`src/hdl/gmdp_pkg.sv`:
```
// Shared types and constants for the grid maze depth-first path search block.
package gmdp_pkg;

    localparam int COORD_W    = 3;
    localparam int DIR_W      = 3;
    localparam int ENTRY_W    = 2 * COORD_W + DIR_W;
    localparam int DIM_W      = 4;
    localparam int CFG_IDX_W  = 2;
    localparam int CFG_DATA_W = 4;

    // Input command codes
    localparam logic CMD_LOAD   = 1'b0;
    localparam logic CMD_SEARCH = 1'b1;

    // Configuration register indexes
    typedef enum logic [CFG_IDX_W-1:0] {
        CFG_GRID_ROWS,
        CFG_GRID_COLS,
        CFG_GOAL_ROW,
        CFG_GOAL_COL
    } cfg_idx_t;

    // Next neighbor to try from a stack entry; DIR_DONE means all tried
    typedef enum logic [DIR_W-1:0] {
        DIR_DOWN,
        DIR_UP,
        DIR_RIGHT,
        DIR_LEFT,
        DIR_DONE
    } dir_t;

    // Address source for the wall store read port
    typedef enum logic [1:0] {
        RD_GOAL,
        RD_START,
        RD_NEIGHBOR
    } wall_sel_t;

    typedef enum logic [3:0] {
        ST_IDLE,
        ST_GOAL_RD,
        ST_GOAL_CHK,
        ST_START_CHK,
        ST_STEP,
        ST_NB_CHK,
        ST_POP,
        ST_EMIT_RD,
        ST_EMIT,
        ST_MISS
    } state_t;

    // Commands from the controller to the datapath
    typedef struct packed {
        logic      wall_wr;
        logic      search_init;
        wall_sel_t wall_sel;
        logic      start_push;
        logic      dir_adv;
        logic      push;
        logic      pop_rd;
        logic      pop_load;
        logic      emit_init;
        logic      emit_out;
        logic      miss_out;
    } ctrl_cmd_t;

    // Status from the datapath to the controller
    typedef struct packed {
        logic goal_bad;
        logic wall_hit;
        logic goal_at_start;
        logic top_done;
        logic depth_one;
        logic nb_blocked;
        logic nb_goal;
        logic emit_top;
    } dp_status_t;

endpackage

```
`src/hdl/grid_maze_dfs_path.sv`:
```
// Top level of the grid maze depth-first path search block.
// Load commands are taken while idle and can come back to back; no result is produced.
// A search holds busy through setup: goal read, goal check, start check (a miss after the goal
// check when the goal is off the grid or a wall). Each direction tried takes a step, then a wall
// check if on the grid and unvisited; a backtrack adds a pop; the end emits the path or a miss.
// Results appear one per cycle, in the cycle after their state; the receiver cannot stall.
// rst_n clears all control and the wall valid bits: every cell reads open, registers reload.
module grid_maze_dfs_path
#(
    parameter int MAX_ROWS = 8,
    parameter int MAX_COLS = 8
)
(
    input  logic                                clk,
    input  logic                                rst_n,
    input  logic                                start,
    output logic                                busy,
    input  logic                                cmd,
    input  logic [gmdp_pkg::COORD_W-1:0]        cell_row,
    input  logic [gmdp_pkg::COORD_W-1:0]        cell_col,
    input  logic                                cell_wall,
    input  logic                                cfg_valid,
    output logic                                cfg_ready,
    input  logic [gmdp_pkg::CFG_IDX_W-1:0]      cfg_index,
    input  logic [gmdp_pkg::CFG_DATA_W-1:0]     cfg_data,
    output logic                                strobe,
    output logic                                found,
    output logic [gmdp_pkg::COORD_W-1:0]        path_row,
    output logic [gmdp_pkg::COORD_W-1:0]        path_col,
    output logic                                last
);

    gmdp_pkg::ctrl_cmd_t  ctrl;
    gmdp_pkg::dp_status_t status;

    // Configuration is always taken
    assign cfg_ready = 1'b1;

    gmdp_ctrl u_ctrl
    (
        .clk    (clk),
        .rst_n  (rst_n),
        .start  (start),
        .cmd    (cmd),
        .status (status),
        .ctrl   (ctrl),
        .busy   (busy)
    );

    gmdp_dp
    #(
        .MAX_ROWS (MAX_ROWS),
        .MAX_COLS (MAX_COLS)
    )
    u_dp
    (
        .clk       (clk),
        .rst_n     (rst_n),
        .ctrl      (ctrl),
        .status    (status),
        .cell_row  (cell_row),
        .cell_col  (cell_col),
        .cell_wall (cell_wall),
        .cfg_wr    (cfg_valid && cfg_ready),
        .cfg_index (cfg_index),
        .cfg_data  (cfg_data),
        .strobe    (strobe),
        .found     (found),
        .path_row  (path_row),
        .path_col  (path_col),
        .last      (last)
    );

endmodule

```
`src/hdl/gmdp_ctrl.sv`:
```
// Controller state machine sequencing load, search, backtrack and path emission.
module gmdp_ctrl
(
    input  logic                  clk,
    input  logic                  rst_n,
    input  logic                  start,
    input  logic                  cmd,
    input  gmdp_pkg::dp_status_t  status,
    output gmdp_pkg::ctrl_cmd_t   ctrl,
    output logic                  busy
);

    gmdp_pkg::state_t state_reg;
    gmdp_pkg::state_t state_next;

    // State register
    always_ff @(posedge clk or negedge rst_n)
    begin
        if (!rst_n)
        begin
            state_reg <= gmdp_pkg::ST_IDLE;
        end
        else
        begin
            state_reg <= state_next;
        end
    end

    // Next state
    always_comb
    begin
        state_next = state_reg;
        unique case (state_reg)
            gmdp_pkg::ST_IDLE:
            begin
                if (start && (cmd == gmdp_pkg::CMD_SEARCH))
                begin
                    state_next = gmdp_pkg::ST_GOAL_RD;
                end
            end
            gmdp_pkg::ST_GOAL_RD:
            begin
                state_next = gmdp_pkg::ST_GOAL_CHK;
            end
            gmdp_pkg::ST_GOAL_CHK:
            begin
                state_next = status.goal_bad ? gmdp_pkg::ST_MISS : gmdp_pkg::ST_START_CHK;
            end
            gmdp_pkg::ST_START_CHK:
            begin
                priority if (status.wall_hit)
                begin
                    state_next = gmdp_pkg::ST_MISS;
                end
                else if (status.goal_at_start)
                begin
                    state_next = gmdp_pkg::ST_EMIT_RD;
                end
                else
                begin
                    state_next = gmdp_pkg::ST_STEP;
                end
            end
            gmdp_pkg::ST_STEP:
            begin
                priority if (status.top_done && status.depth_one)
                begin
                    state_next = gmdp_pkg::ST_MISS;
                end
                else if (status.top_done)
                begin
                    state_next = gmdp_pkg::ST_POP;
                end
                else if (status.nb_blocked)
                begin
                    state_next = gmdp_pkg::ST_STEP;
                end
                else
                begin
                    state_next = gmdp_pkg::ST_NB_CHK;
                end
            end
            gmdp_pkg::ST_NB_CHK:
            begin
                priority if (status.wall_hit)
                begin
                    state_next = gmdp_pkg::ST_STEP;
                end
                else if (status.nb_goal)
                begin
                    state_next = gmdp_pkg::ST_EMIT_RD;
                end
                else
                begin
                    state_next = gmdp_pkg::ST_STEP;
                end
            end
            gmdp_pkg::ST_POP:
            begin
                state_next = gmdp_pkg::ST_STEP;
            end
            gmdp_pkg::ST_EMIT_RD:
            begin
                state_next = gmdp_pkg::ST_EMIT;
            end
            gmdp_pkg::ST_EMIT:
            begin
                if (status.emit_top)
                begin
                    state_next = gmdp_pkg::ST_IDLE;
                end
            end
            gmdp_pkg::ST_MISS:
            begin
                state_next = gmdp_pkg::ST_IDLE;
            end
            default:
            begin
                state_next = gmdp_pkg::ST_IDLE;
            end
        endcase
    end

    // Outputs
    always_comb
    begin
        ctrl          = '0;
        ctrl.wall_sel = gmdp_pkg::RD_NEIGHBOR;
        busy          = 1'b1;
        unique case (state_reg)
            gmdp_pkg::ST_IDLE:
            begin
                busy             = 1'b0;
                ctrl.wall_wr     = start && (cmd == gmdp_pkg::CMD_LOAD);
                ctrl.search_init = start && (cmd == gmdp_pkg::CMD_SEARCH);
            end
            gmdp_pkg::ST_GOAL_RD:
            begin
                ctrl.wall_sel = gmdp_pkg::RD_GOAL;
            end
            gmdp_pkg::ST_GOAL_CHK:
            begin
                ctrl.wall_sel = gmdp_pkg::RD_START;
            end
            gmdp_pkg::ST_START_CHK:
            begin
                ctrl.start_push = !status.wall_hit;
                ctrl.emit_init  = !status.wall_hit && status.goal_at_start;
            end
            gmdp_pkg::ST_STEP:
            begin
                ctrl.dir_adv = !status.top_done;
                ctrl.pop_rd  = status.top_done;
            end
            gmdp_pkg::ST_NB_CHK:
            begin
                ctrl.push      = !status.wall_hit;
                ctrl.emit_init = !status.wall_hit && status.nb_goal;
            end
            gmdp_pkg::ST_POP:
            begin
                ctrl.pop_load = 1'b1;
            end
            gmdp_pkg::ST_EMIT_RD:
            begin
                ctrl.emit_init = 1'b1;
            end
            gmdp_pkg::ST_EMIT:
            begin
                ctrl.emit_out = 1'b1;
            end
            gmdp_pkg::ST_MISS:
            begin
                ctrl.miss_out = 1'b1;
            end
            default:
            begin
                busy = 1'b1;
            end
        endcase
    end

endmodule

```
`src/hdl/gmdp_dp.sv`:
```
// Datapath: configuration, wall store, visited map, search stack and result registers.
module gmdp_dp
#(
    parameter int MAX_ROWS = 8,
    parameter int MAX_COLS = 8
)
(
    input  logic                                clk,
    input  logic                                rst_n,
    input  gmdp_pkg::ctrl_cmd_t                 ctrl,
    output gmdp_pkg::dp_status_t                status,
    input  logic [gmdp_pkg::COORD_W-1:0]        cell_row,
    input  logic [gmdp_pkg::COORD_W-1:0]        cell_col,
    input  logic                                cell_wall,
    input  logic                                cfg_wr,
    input  logic [gmdp_pkg::CFG_IDX_W-1:0]      cfg_index,
    input  logic [gmdp_pkg::CFG_DATA_W-1:0]     cfg_data,
    output logic                                strobe,
    output logic                                found,
    output logic [gmdp_pkg::COORD_W-1:0]        path_row,
    output logic [gmdp_pkg::COORD_W-1:0]        path_col,
    output logic                                last
);

    localparam int CELLS   = MAX_ROWS * MAX_COLS;
    localparam int ADDR_W  = (CELLS > 1) ? $clog2(CELLS) : 1;
    localparam int DEPTH_W = $clog2(CELLS + 1);
    localparam int CW      = gmdp_pkg::COORD_W;
    localparam int DW      = gmdp_pkg::DIM_W;

    function automatic logic [ADDR_W-1:0] cell_addr(input logic [CW-1:0] r,
                                                    input logic [CW-1:0] c);
        cell_addr = ADDR_W'(int'(r) * MAX_COLS + int'(c));
    endfunction

    function automatic logic [DW-1:0] clamp_dim(input logic [DW-1:0] v,
                                                input logic [DW-1:0] maxv);
        logic [DW-1:0] res;
        res = v;
        if (v == '0)
        begin
            res = DW'(1);
        end
        else if (v > maxv)
        begin
            res = maxv;
        end
        clamp_dim = res;
    endfunction

    // Configuration registers
    logic [DW-1:0]  grid_rows_reg;
    logic [DW-1:0]  grid_cols_reg;
    logic [CW-1:0]  goal_row_reg;
    logic [CW-1:0]  goal_col_reg;

    // Search registers
    logic [DW-1:0]          use_rows_reg;
    logic [DW-1:0]          use_cols_reg;
    logic [CELLS-1:0]       wall_vld_reg;
    logic [CELLS-1:0]       visited_reg;
    logic                   wall_q_reg;
    logic                   wall_vq_reg;
    logic [CW-1:0]          top_row_reg;
    logic [CW-1:0]          top_col_reg;
    gmdp_pkg::dir_t         top_dir_reg;
    logic [CW-1:0]          nb_row_reg;
    logic [CW-1:0]          nb_col_reg;
    logic [ADDR_W-1:0]      nb_addr_reg;
    logic [DEPTH_W-1:0]     depth_reg;
    logic [DEPTH_W-1:0]     k_reg;
    logic [gmdp_pkg::ENTRY_W-1:0] stk_q_reg;

    // Result registers
    logic           strobe_reg;
    logic           found_reg;
    logic [CW-1:0]  path_row_reg;
    logic [CW-1:0]  path_col_reg;
    logic           last_reg;

    // Memories
    logic                          wall_mem [CELLS];
    logic [gmdp_pkg::ENTRY_W-1:0]  stk_mem  [CELLS];

    logic [DW-1:0]      nb_r;
    logic [DW-1:0]      nb_c;
    logic               nb_under;
    logic               nb_off;
    logic [ADDR_W-1:0]  nb_addr;
    logic [ADDR_W-1:0]  wall_raddr;
    logic [ADDR_W-1:0]  load_addr;
    logic               load_ok;
    logic               wall_eff;
    logic               goal_off;
    logic [DEPTH_W-1:0] depth_m1;
    logic [DEPTH_W-1:0] stk_raddr;

    // Neighbor for the direction at the top of the stack
    always_comb
    begin
        nb_r     = {1'b0, top_row_reg};
        nb_c     = {1'b0, top_col_reg};
        nb_under = 1'b0;
        unique case (top_dir_reg)
            gmdp_pkg::DIR_DOWN:
            begin
                nb_r = {1'b0, top_row_reg} + DW'(1);
            end
            gmdp_pkg::DIR_UP:
            begin
                nb_r     = {1'b0, top_row_reg} - DW'(1);
                nb_under = (top_row_reg == '0);
            end
            gmdp_pkg::DIR_RIGHT:
            begin
                nb_c = {1'b0, top_col_reg} + DW'(1);
            end
            gmdp_pkg::DIR_LEFT:
            begin
                nb_c     = {1'b0, top_col_reg} - DW'(1);
                nb_under = (top_col_reg == '0);
            end
            default:
            begin
                nb_under = 1'b1;
            end
        endcase
    end

    assign nb_off    = nb_under || (nb_r >= use_rows_reg) || (nb_c >= use_cols_reg);
    assign nb_addr   = cell_addr(nb_r[CW-1:0], nb_c[CW-1:0]);
    assign load_addr = cell_addr(cell_row, cell_col);
    assign load_ok   = (int'(cell_row) < MAX_ROWS) && (int'(cell_col) < MAX_COLS);
    assign wall_eff  = wall_q_reg && wall_vq_reg;
    assign goal_off  = ({1'b0, goal_row_reg} >= use_rows_reg)
                    || ({1'b0, goal_col_reg} >= use_cols_reg);
    assign depth_m1  = depth_reg - DEPTH_W'(1);

    // Wall read address
    always_comb
    begin
        unique case (ctrl.wall_sel)
            gmdp_pkg::RD_GOAL:     wall_raddr = cell_addr(goal_row_reg, goal_col_reg);
            gmdp_pkg::RD_START:    wall_raddr = '0;
            gmdp_pkg::RD_NEIGHBOR: wall_raddr = nb_addr;
            default:               wall_raddr = '0;
        endcase
    end

    // Stack read address: entry below the top on a pop, else the emit index
    always_comb
    begin
        priority if (ctrl.pop_rd)
        begin
            stk_raddr = depth_reg - DEPTH_W'(2);
        end
        else if (ctrl.emit_init)
        begin
            stk_raddr = '0;
        end
        else
        begin
            stk_raddr = k_reg + DEPTH_W'(1);
        end
    end

    // Status
    always_comb
    begin
        status               = '0;
        status.goal_bad      = goal_off || wall_eff;
        status.wall_hit      = wall_eff;
        status.goal_at_start = (goal_row_reg == '0) && (goal_col_reg == '0);
        status.top_done      = (top_dir_reg == gmdp_pkg::DIR_DONE);
        status.depth_one     = (depth_reg == DEPTH_W'(1));
        status.nb_blocked    = nb_off ? 1'b1 : visited_reg[nb_addr];
        status.nb_goal       = (nb_row_reg == goal_row_reg) && (nb_col_reg == goal_col_reg);
        status.emit_top      = (k_reg == depth_m1);
    end

    // Configuration writes
    always_ff @(posedge clk or negedge rst_n)
    begin
        if (!rst_n)
        begin
            grid_rows_reg <= DW'(8);
            grid_cols_reg <= DW'(8);
            goal_row_reg  <= '0;
            goal_col_reg  <= '0;
        end
        else if (cfg_wr)
        begin
            unique case (gmdp_pkg::cfg_idx_t'(cfg_index))
                gmdp_pkg::CFG_GRID_ROWS: grid_rows_reg <= cfg_data;
                gmdp_pkg::CFG_GRID_COLS: grid_cols_reg <= cfg_data;
                gmdp_pkg::CFG_GOAL_ROW:  goal_row_reg  <= cfg_data[CW-1:0];
                gmdp_pkg::CFG_GOAL_COL:  goal_col_reg  <= cfg_data[CW-1:0];
            endcase
        end
    end

    // Wall store: write on load, registered read
    always_ff @(posedge clk)
    begin
        if (ctrl.wall_wr && load_ok)
        begin
            wall_mem[load_addr] <= cell_wall;
        end
        wall_q_reg <= wall_mem[wall_raddr];
    end

    // Wall valid bits: unwritten cells read as open
    always_ff @(posedge clk or negedge rst_n)
    begin
        if (!rst_n)
        begin
            wall_vld_reg <= '0;
            wall_vq_reg  <= 1'b0;
        end
        else
        begin
            if (ctrl.wall_wr && load_ok)
            begin
                wall_vld_reg[load_addr] <= 1'b1;
            end
            wall_vq_reg <= wall_vld_reg[wall_raddr];
        end
    end

    // Stack store: push saves the old top, registered read
    always_ff @(posedge clk)
    begin
        if (ctrl.push)
        begin
            stk_mem[depth_m1[ADDR_W-1:0]] <= {top_row_reg, top_col_reg, top_dir_reg};
        end
        stk_q_reg <= stk_mem[stk_raddr[ADDR_W-1:0]];
    end

    // Visited map and stack depth
    always_ff @(posedge clk or negedge rst_n)
    begin
        if (!rst_n)
        begin
            visited_reg  <= '0;
            depth_reg    <= '0;
            k_reg        <= '0;
            use_rows_reg <= DW'(1);
            use_cols_reg <= DW'(1);
        end
        else
        begin
            if (ctrl.search_init)
            begin
                visited_reg  <= '0;
                depth_reg    <= '0;
                use_rows_reg <= clamp_dim(grid_rows_reg, DW'(MAX_ROWS));
                use_cols_reg <= clamp_dim(grid_cols_reg, DW'(MAX_COLS));
            end
            if (ctrl.start_push)
            begin
                visited_reg[0] <= 1'b1;
                depth_reg      <= DEPTH_W'(1);
            end
            if (ctrl.push)
            begin
                visited_reg[nb_addr_reg] <= 1'b1;
                depth_reg                <= depth_reg + DEPTH_W'(1);
            end
            if (ctrl.pop_rd)
            begin
                depth_reg <= depth_m1;
            end
            if (ctrl.emit_init)
            begin
                k_reg <= '0;
            end
            else if (ctrl.emit_out)
            begin
                k_reg <= k_reg + DEPTH_W'(1);
            end
        end
    end

    // Top of stack and latched neighbor
    always_ff @(posedge clk)
    begin
        priority if (ctrl.start_push)
        begin
            top_row_reg <= '0;
            top_col_reg <= '0;
            top_dir_reg <= gmdp_pkg::DIR_DOWN;
        end
        else if (ctrl.push)
        begin
            top_row_reg <= nb_row_reg;
            top_col_reg <= nb_col_reg;
            top_dir_reg <= gmdp_pkg::DIR_DOWN;
        end
        else if (ctrl.pop_load)
        begin
            top_row_reg <= stk_q_reg[gmdp_pkg::ENTRY_W-1 -: CW];
            top_col_reg <= stk_q_reg[gmdp_pkg::DIR_W +: CW];
            top_dir_reg <= gmdp_pkg::dir_t'(stk_q_reg[gmdp_pkg::DIR_W-1:0]);
        end
        else if (ctrl.dir_adv)
        begin
            top_dir_reg <= gmdp_pkg::dir_t'(top_dir_reg + gmdp_pkg::DIR_W'(1));
        end
        if (ctrl.dir_adv)
        begin
            nb_row_reg  <= nb_r[CW-1:0];
            nb_col_reg  <= nb_c[CW-1:0];
            nb_addr_reg <= nb_addr;
        end
    end

    // Result strobe
    always_ff @(posedge clk or negedge rst_n)
    begin
        if (!rst_n)
        begin
            strobe_reg <= 1'b0;
        end
        else
        begin
            strobe_reg <= ctrl.emit_out || ctrl.miss_out;
        end
    end

    // Result payload: stack entries bottom up, the top from its registers
    always_ff @(posedge clk)
    begin
        found_reg <= ctrl.emit_out;
        last_reg  <= ctrl.miss_out || status.emit_top;
        priority if (ctrl.miss_out)
        begin
            path_row_reg <= '0;
            path_col_reg <= '0;
        end
        else if (status.emit_top)
        begin
            path_row_reg <= top_row_reg;
            path_col_reg <= top_col_reg;
        end
        else
        begin
            path_row_reg <= stk_q_reg[gmdp_pkg::ENTRY_W-1 -: CW];
            path_col_reg <= stk_q_reg[gmdp_pkg::DIR_W +: CW];
        end
    end

    assign strobe   = strobe_reg;
    assign found    = found_reg;
    assign path_row = path_row_reg;
    assign path_col = path_col_reg;
    assign last     = last_reg;

endmodule

```
`config.mk`:
```
export PLATFORM = sky130hd
export DESIGN_NAME = grid_maze_dfs_path
export DESIGN_NICKNAME = d
export VERILOG_FILES = /design/src/hdl/gmdp_pkg.sv /design/src/hdl/grid_maze_dfs_path.sv /design/src/hdl/gmdp_ctrl.sv /design/src/hdl/gmdp_dp.sv
export SDC_FILE = /design/constraint.sdc
export NUM_CORES = 1
export LEC_CHECK = 0
export BUFFER_PORTS_ARGS = -buffer_cell sky130_fd_sc_hd__buf_2
export CAP_MARGIN = 20
export CORE_MARGIN = 3
export CORE_UTILIZATION = 30
export DETAILED_ROUTE_END_ITERATION = 16
export GPL_TIMING_DRIVEN = 0
export SETUP_SLACK_MARGIN = 0.5
export SLEW_MARGIN = 15
export SYNTH_ARGS = -nofsm -noshare
export SYNTH_HDL_FRONTEND = slang
export SYNTH_SLANG_ARGS = --single-unit
```
`constraint.sdc`:
```
create_clock -name clk -period 7.2 [get_ports clk]
set_clock_uncertainty 0.05 [all_clocks]
set_input_delay 2.16 -clock clk [delete_from_list [all_inputs] [get_ports clk]]
set_output_delay 2.16 -clock clk [all_outputs]
set_load 0.02 [all_outputs]
```
==> results.txt <==
Vias in the first global route: 22387
Pleak: 14.8 nW
Largest family of logic cells by synthesized area: simple AND/OR/NAND/NOR gates
Max Buffers Root-to-Sink: 3
Placer Congestion: 0.956
CP Launch Type: flip-flop
Number of hold buffers added after cts: 0
Synth Area in Simple Gates: 12.8%
Total track usage: 15.7%
Status: finished, final reports clean
Setup ws final: 2.27 ns
Cell breakdown of the critical path: ha_1 > ha_1 > clkbuf_1 > xor2_1 > ha_1 > a21oi_1 > xnor2_1 > nor3b_1 > o2bb2ai_1 > o21ai_1 > clkbuf_1 > mux2i_1 > mux2i_1 > mux2i_1 > mux2i_1
Layout area overhead: 14.4%
Largest stage delay, worst path: 0.88 ns
Most common cell in the netlist: edfxtp_1
Avg Cell Area, Syn: 13.4 µm²
# setup viols final: 0
Critical path's slowest cell: dfxtp_4
Clock Power Share: 23.7%
Unique masters post-synth: 83
Yosys reg bits: 843
GRT overflow: 0
Max Fanout on Critical Path: 67
Routed vias: 22620
Period utilization: 68.5%
Worst-case vdd ir drop: 0.199 mV
Max reg flops: 576
Detailed placer's ending HPWL: 67300 µm
Netlist Area Pre-Place: 0.0359 mm²
Most used DFF post-synth: edfxtp_1
Die X: 352 µm
Post-cts resize count: 0
Cell mode on critical path: mux2i_1
Mux cell area share after synthesis: 9.55%
CP endpoint kind: flip-flop
Post-Syn Instances: 2684
# diodes: 0
RSZ-0062 raised after global routing: no
Nets: 2854
Die area: 0.124 mm²
Measured slew at the worst slew-check pin: 1.11 ns
Psw: 0.00729 W
Final slew viol count: 0
Drt first pass iters: 6
Root Buffer: clkbuf_16
CTS clk-pin slew, worst paths: 0.06 ns
Max_slew headroom: 25.7%
First-pass GRT wire length: 147000 µm
Post-synthesis xor/xnor area fraction: 1.13%
Post-synthesis compound-gate area fraction: 5.69%
Tmin final: 4.93 ns
Switching Share: 39.5%
Sequential area share after synthesis: 67.4%
Upper clock frequency limit: 0.203 GHz
Max-cap violations: 0
Setup TNS: 0 ns
Setup Buffers After CTS: 0
Buffers on Ports: 24
CTS buffer count: 83
Largest net degree at the start of global routing: 94
Post-route antenna net violation count: 0
Routed WL: 99400 µm
Commonest cells post-synth: edfxtp_1 (646), nand2_1 (444), mux2i_1 (227)
Initial core utilization: 30.3%
DR iter-0 viols: 2269
Io pins: 29
Row cnt: 126
Critical setup path kind: reg -> reg
Hold Fails Final Rpt: 0
Synth area leader: edfxtp_1
CP required: 7.63 ns
Post-synth EDFFs: 646
Top cells by area, synth: edfxtp_1 (54%), dfrtp_1 (12%), mux2i_1 (6.3%)
Setup WS pre-CTS: 2.22 ns
Total clock sinks: 843
DRC viols: 0
R2r setup slk: 2.27 ns
Synth warnings: 0
Combinational share of power: 40.2%
Antenna violations before repair: 0
Routed vias/inst: 5.06
Crit path DAT: 5.36 ns
Sequential Power Share: 36.1%
TritonCTS clock tree: yes
Wire per inst: 22.2 µm
Clk_lat worst skew: 0.65 ns
Htree depth: 3
Post-synth ARST share: 20.2%
Hold Crit Class: reg -> reg
Syn nets: 2731
Internal: 0.0112 W
CORE AREA: 0.118 mm²
Synth Area in Adders: 1.01%
Layout cells sized above 1: 14.6%
Die H: 352 µm
Top cell type's share of synthesized area: 54.0%
Power density cells: 449 mW/mm²
[through the flow]
| stage | instance area, µm² | utilization, % | instances | hold WS (ns) | total power (W) |
|---|---|---|---|---|---|
| floorplan | 35900 | - | 2684 | 0.381 | 0.0113 |
| global placement | 38000 | 32.1 | 4308 | 0.396 | 0.0140 |
| detailed placement | 38300 | 32.4 | 4321 | 0.398 | 0.0141 |
| CTS | 41100 | 34.7 | 4473 | 0.415 | 0.0184 |
| global route | 41100 | 34.7 | 4474 | 0.423 | 0.0193 |
| finish | 41100 | 34.7 | 4474 | 0.413 | 0.0185 |
[power groups by stage]
stage                     Clock [W]  Combinational (W)  Sequential (W)
after floorplan                   0            0.00464         0.00661
after global placement            0            0.00697         0.00699
after detailed placement          0            0.00733         0.00676
after CTS                   0.00443            0.00736         0.00666
after global routing        0.00463            0.00790         0.00672
final                       0.00437            0.00743         0.00666
[worst max-delay path: cells and delay by family, from the launching register on]
family,cells,cell delay (ns)
adder cells (fa/ha/maj),3,0.64
flip-flops,1,0.88
XOR/XNOR,2,0.27
AO/OA/AOI/OAI,3,0.82
AND/OR/NAND/NOR,1,0.33
multiplexers,4,0.74
buffers and inverters,2,1.02
[final timing paths]
path / from / cells after the start / to
max: u_dp.top_dir_reg[0]$_SDFFE_PP0P_ / 15 / u_dp.wall_vq_reg$_DFF_PN0_
min: u_dp.wall_vld_reg[3]$_DFFE_PN0P_ / 1 / u_dp.wall_vld_reg[3]$_DFFE_PN0P_
max reg2reg: u_dp.top_dir_reg[0]$_SDFFE_PP0P_ / 15 / u_dp.wall_vq_reg$_DFF_PN0_
min reg2reg: u_dp.wall_vld_reg[3]$_DFFE_PN0P_ / 1 / u_dp.wall_vld_reg[3]$_DFFE_PN0P_
max in group asynchronous: rst_n / 3 / u_dp.grid_cols_reg[3]$_DFFE_PN1P_
min in group asynchronous: rst_n / 1 / u_dp.wall_vld_reg[0]$_DFFE_PN0P_
[placed cells by master (no fill, tap or decap), drive strengths merged, types with 19 or more instances in the layout]
cell type | Yosys | final
nand4 | 28 | 28
ha | 29 | 29
dfrtp | 166 | 166
o21ai | 50 | 50
o22ai | 20 | 20
a31oi | 20 | 20
mux2 | 19 | 19
edfxtp | 646 | 646
nand3 | 179 | 179
a21oi | 34 | 34
a221oi | 19 | 19
nand2 | 444 | 444
or2 | 68 | 68
nor2 | 227 | 227
buf | 88 | 126
mux4 | 42 | 42
a22o | 31 | 31
xnor2 | 26 | 26
clkinv | 1 | 27
mux2i | 227 | 227
inv | 23 | 26
dfxtp | 27 | 27
clkbuf | 59 | 169
[area by class of cell]
| class | instances | area (µm²) |
|---|---|---|
| tap | 1600 | 2000 |
| timing repair buffer | 38 | 375 |
| inverter | 24 | 90.1 |
| clock inverter | 42 | 440 |
| sequential | 843 | 24200 |
| multi-input combinational | 1670 | 10900 |
| clock buffer | 110 | 2280 |
| buffer | 147 | 771 |
| fill | 11447 | 77300 |
[layer usage]
layer	vias to the layer above	track usage (%)	share of wire, %
li1	10180	-	-
met3	170	3.39	8.0
met4	0	5.54	3.4
met5	-	0	0
met2	903	24.2	45
met1	11367	21.7	43
[kinds of logic after synthesis]
group	count (synthesis)
DFF	843
adders and majority gates	29
muxes	288
xor gates and xnor gates	44
buffers and inverters	171
and+or+nand+nor	1033
AOI/OAI and AO/OA	275
other	1
Note: power is estimated with default switching activity, not from simulation.
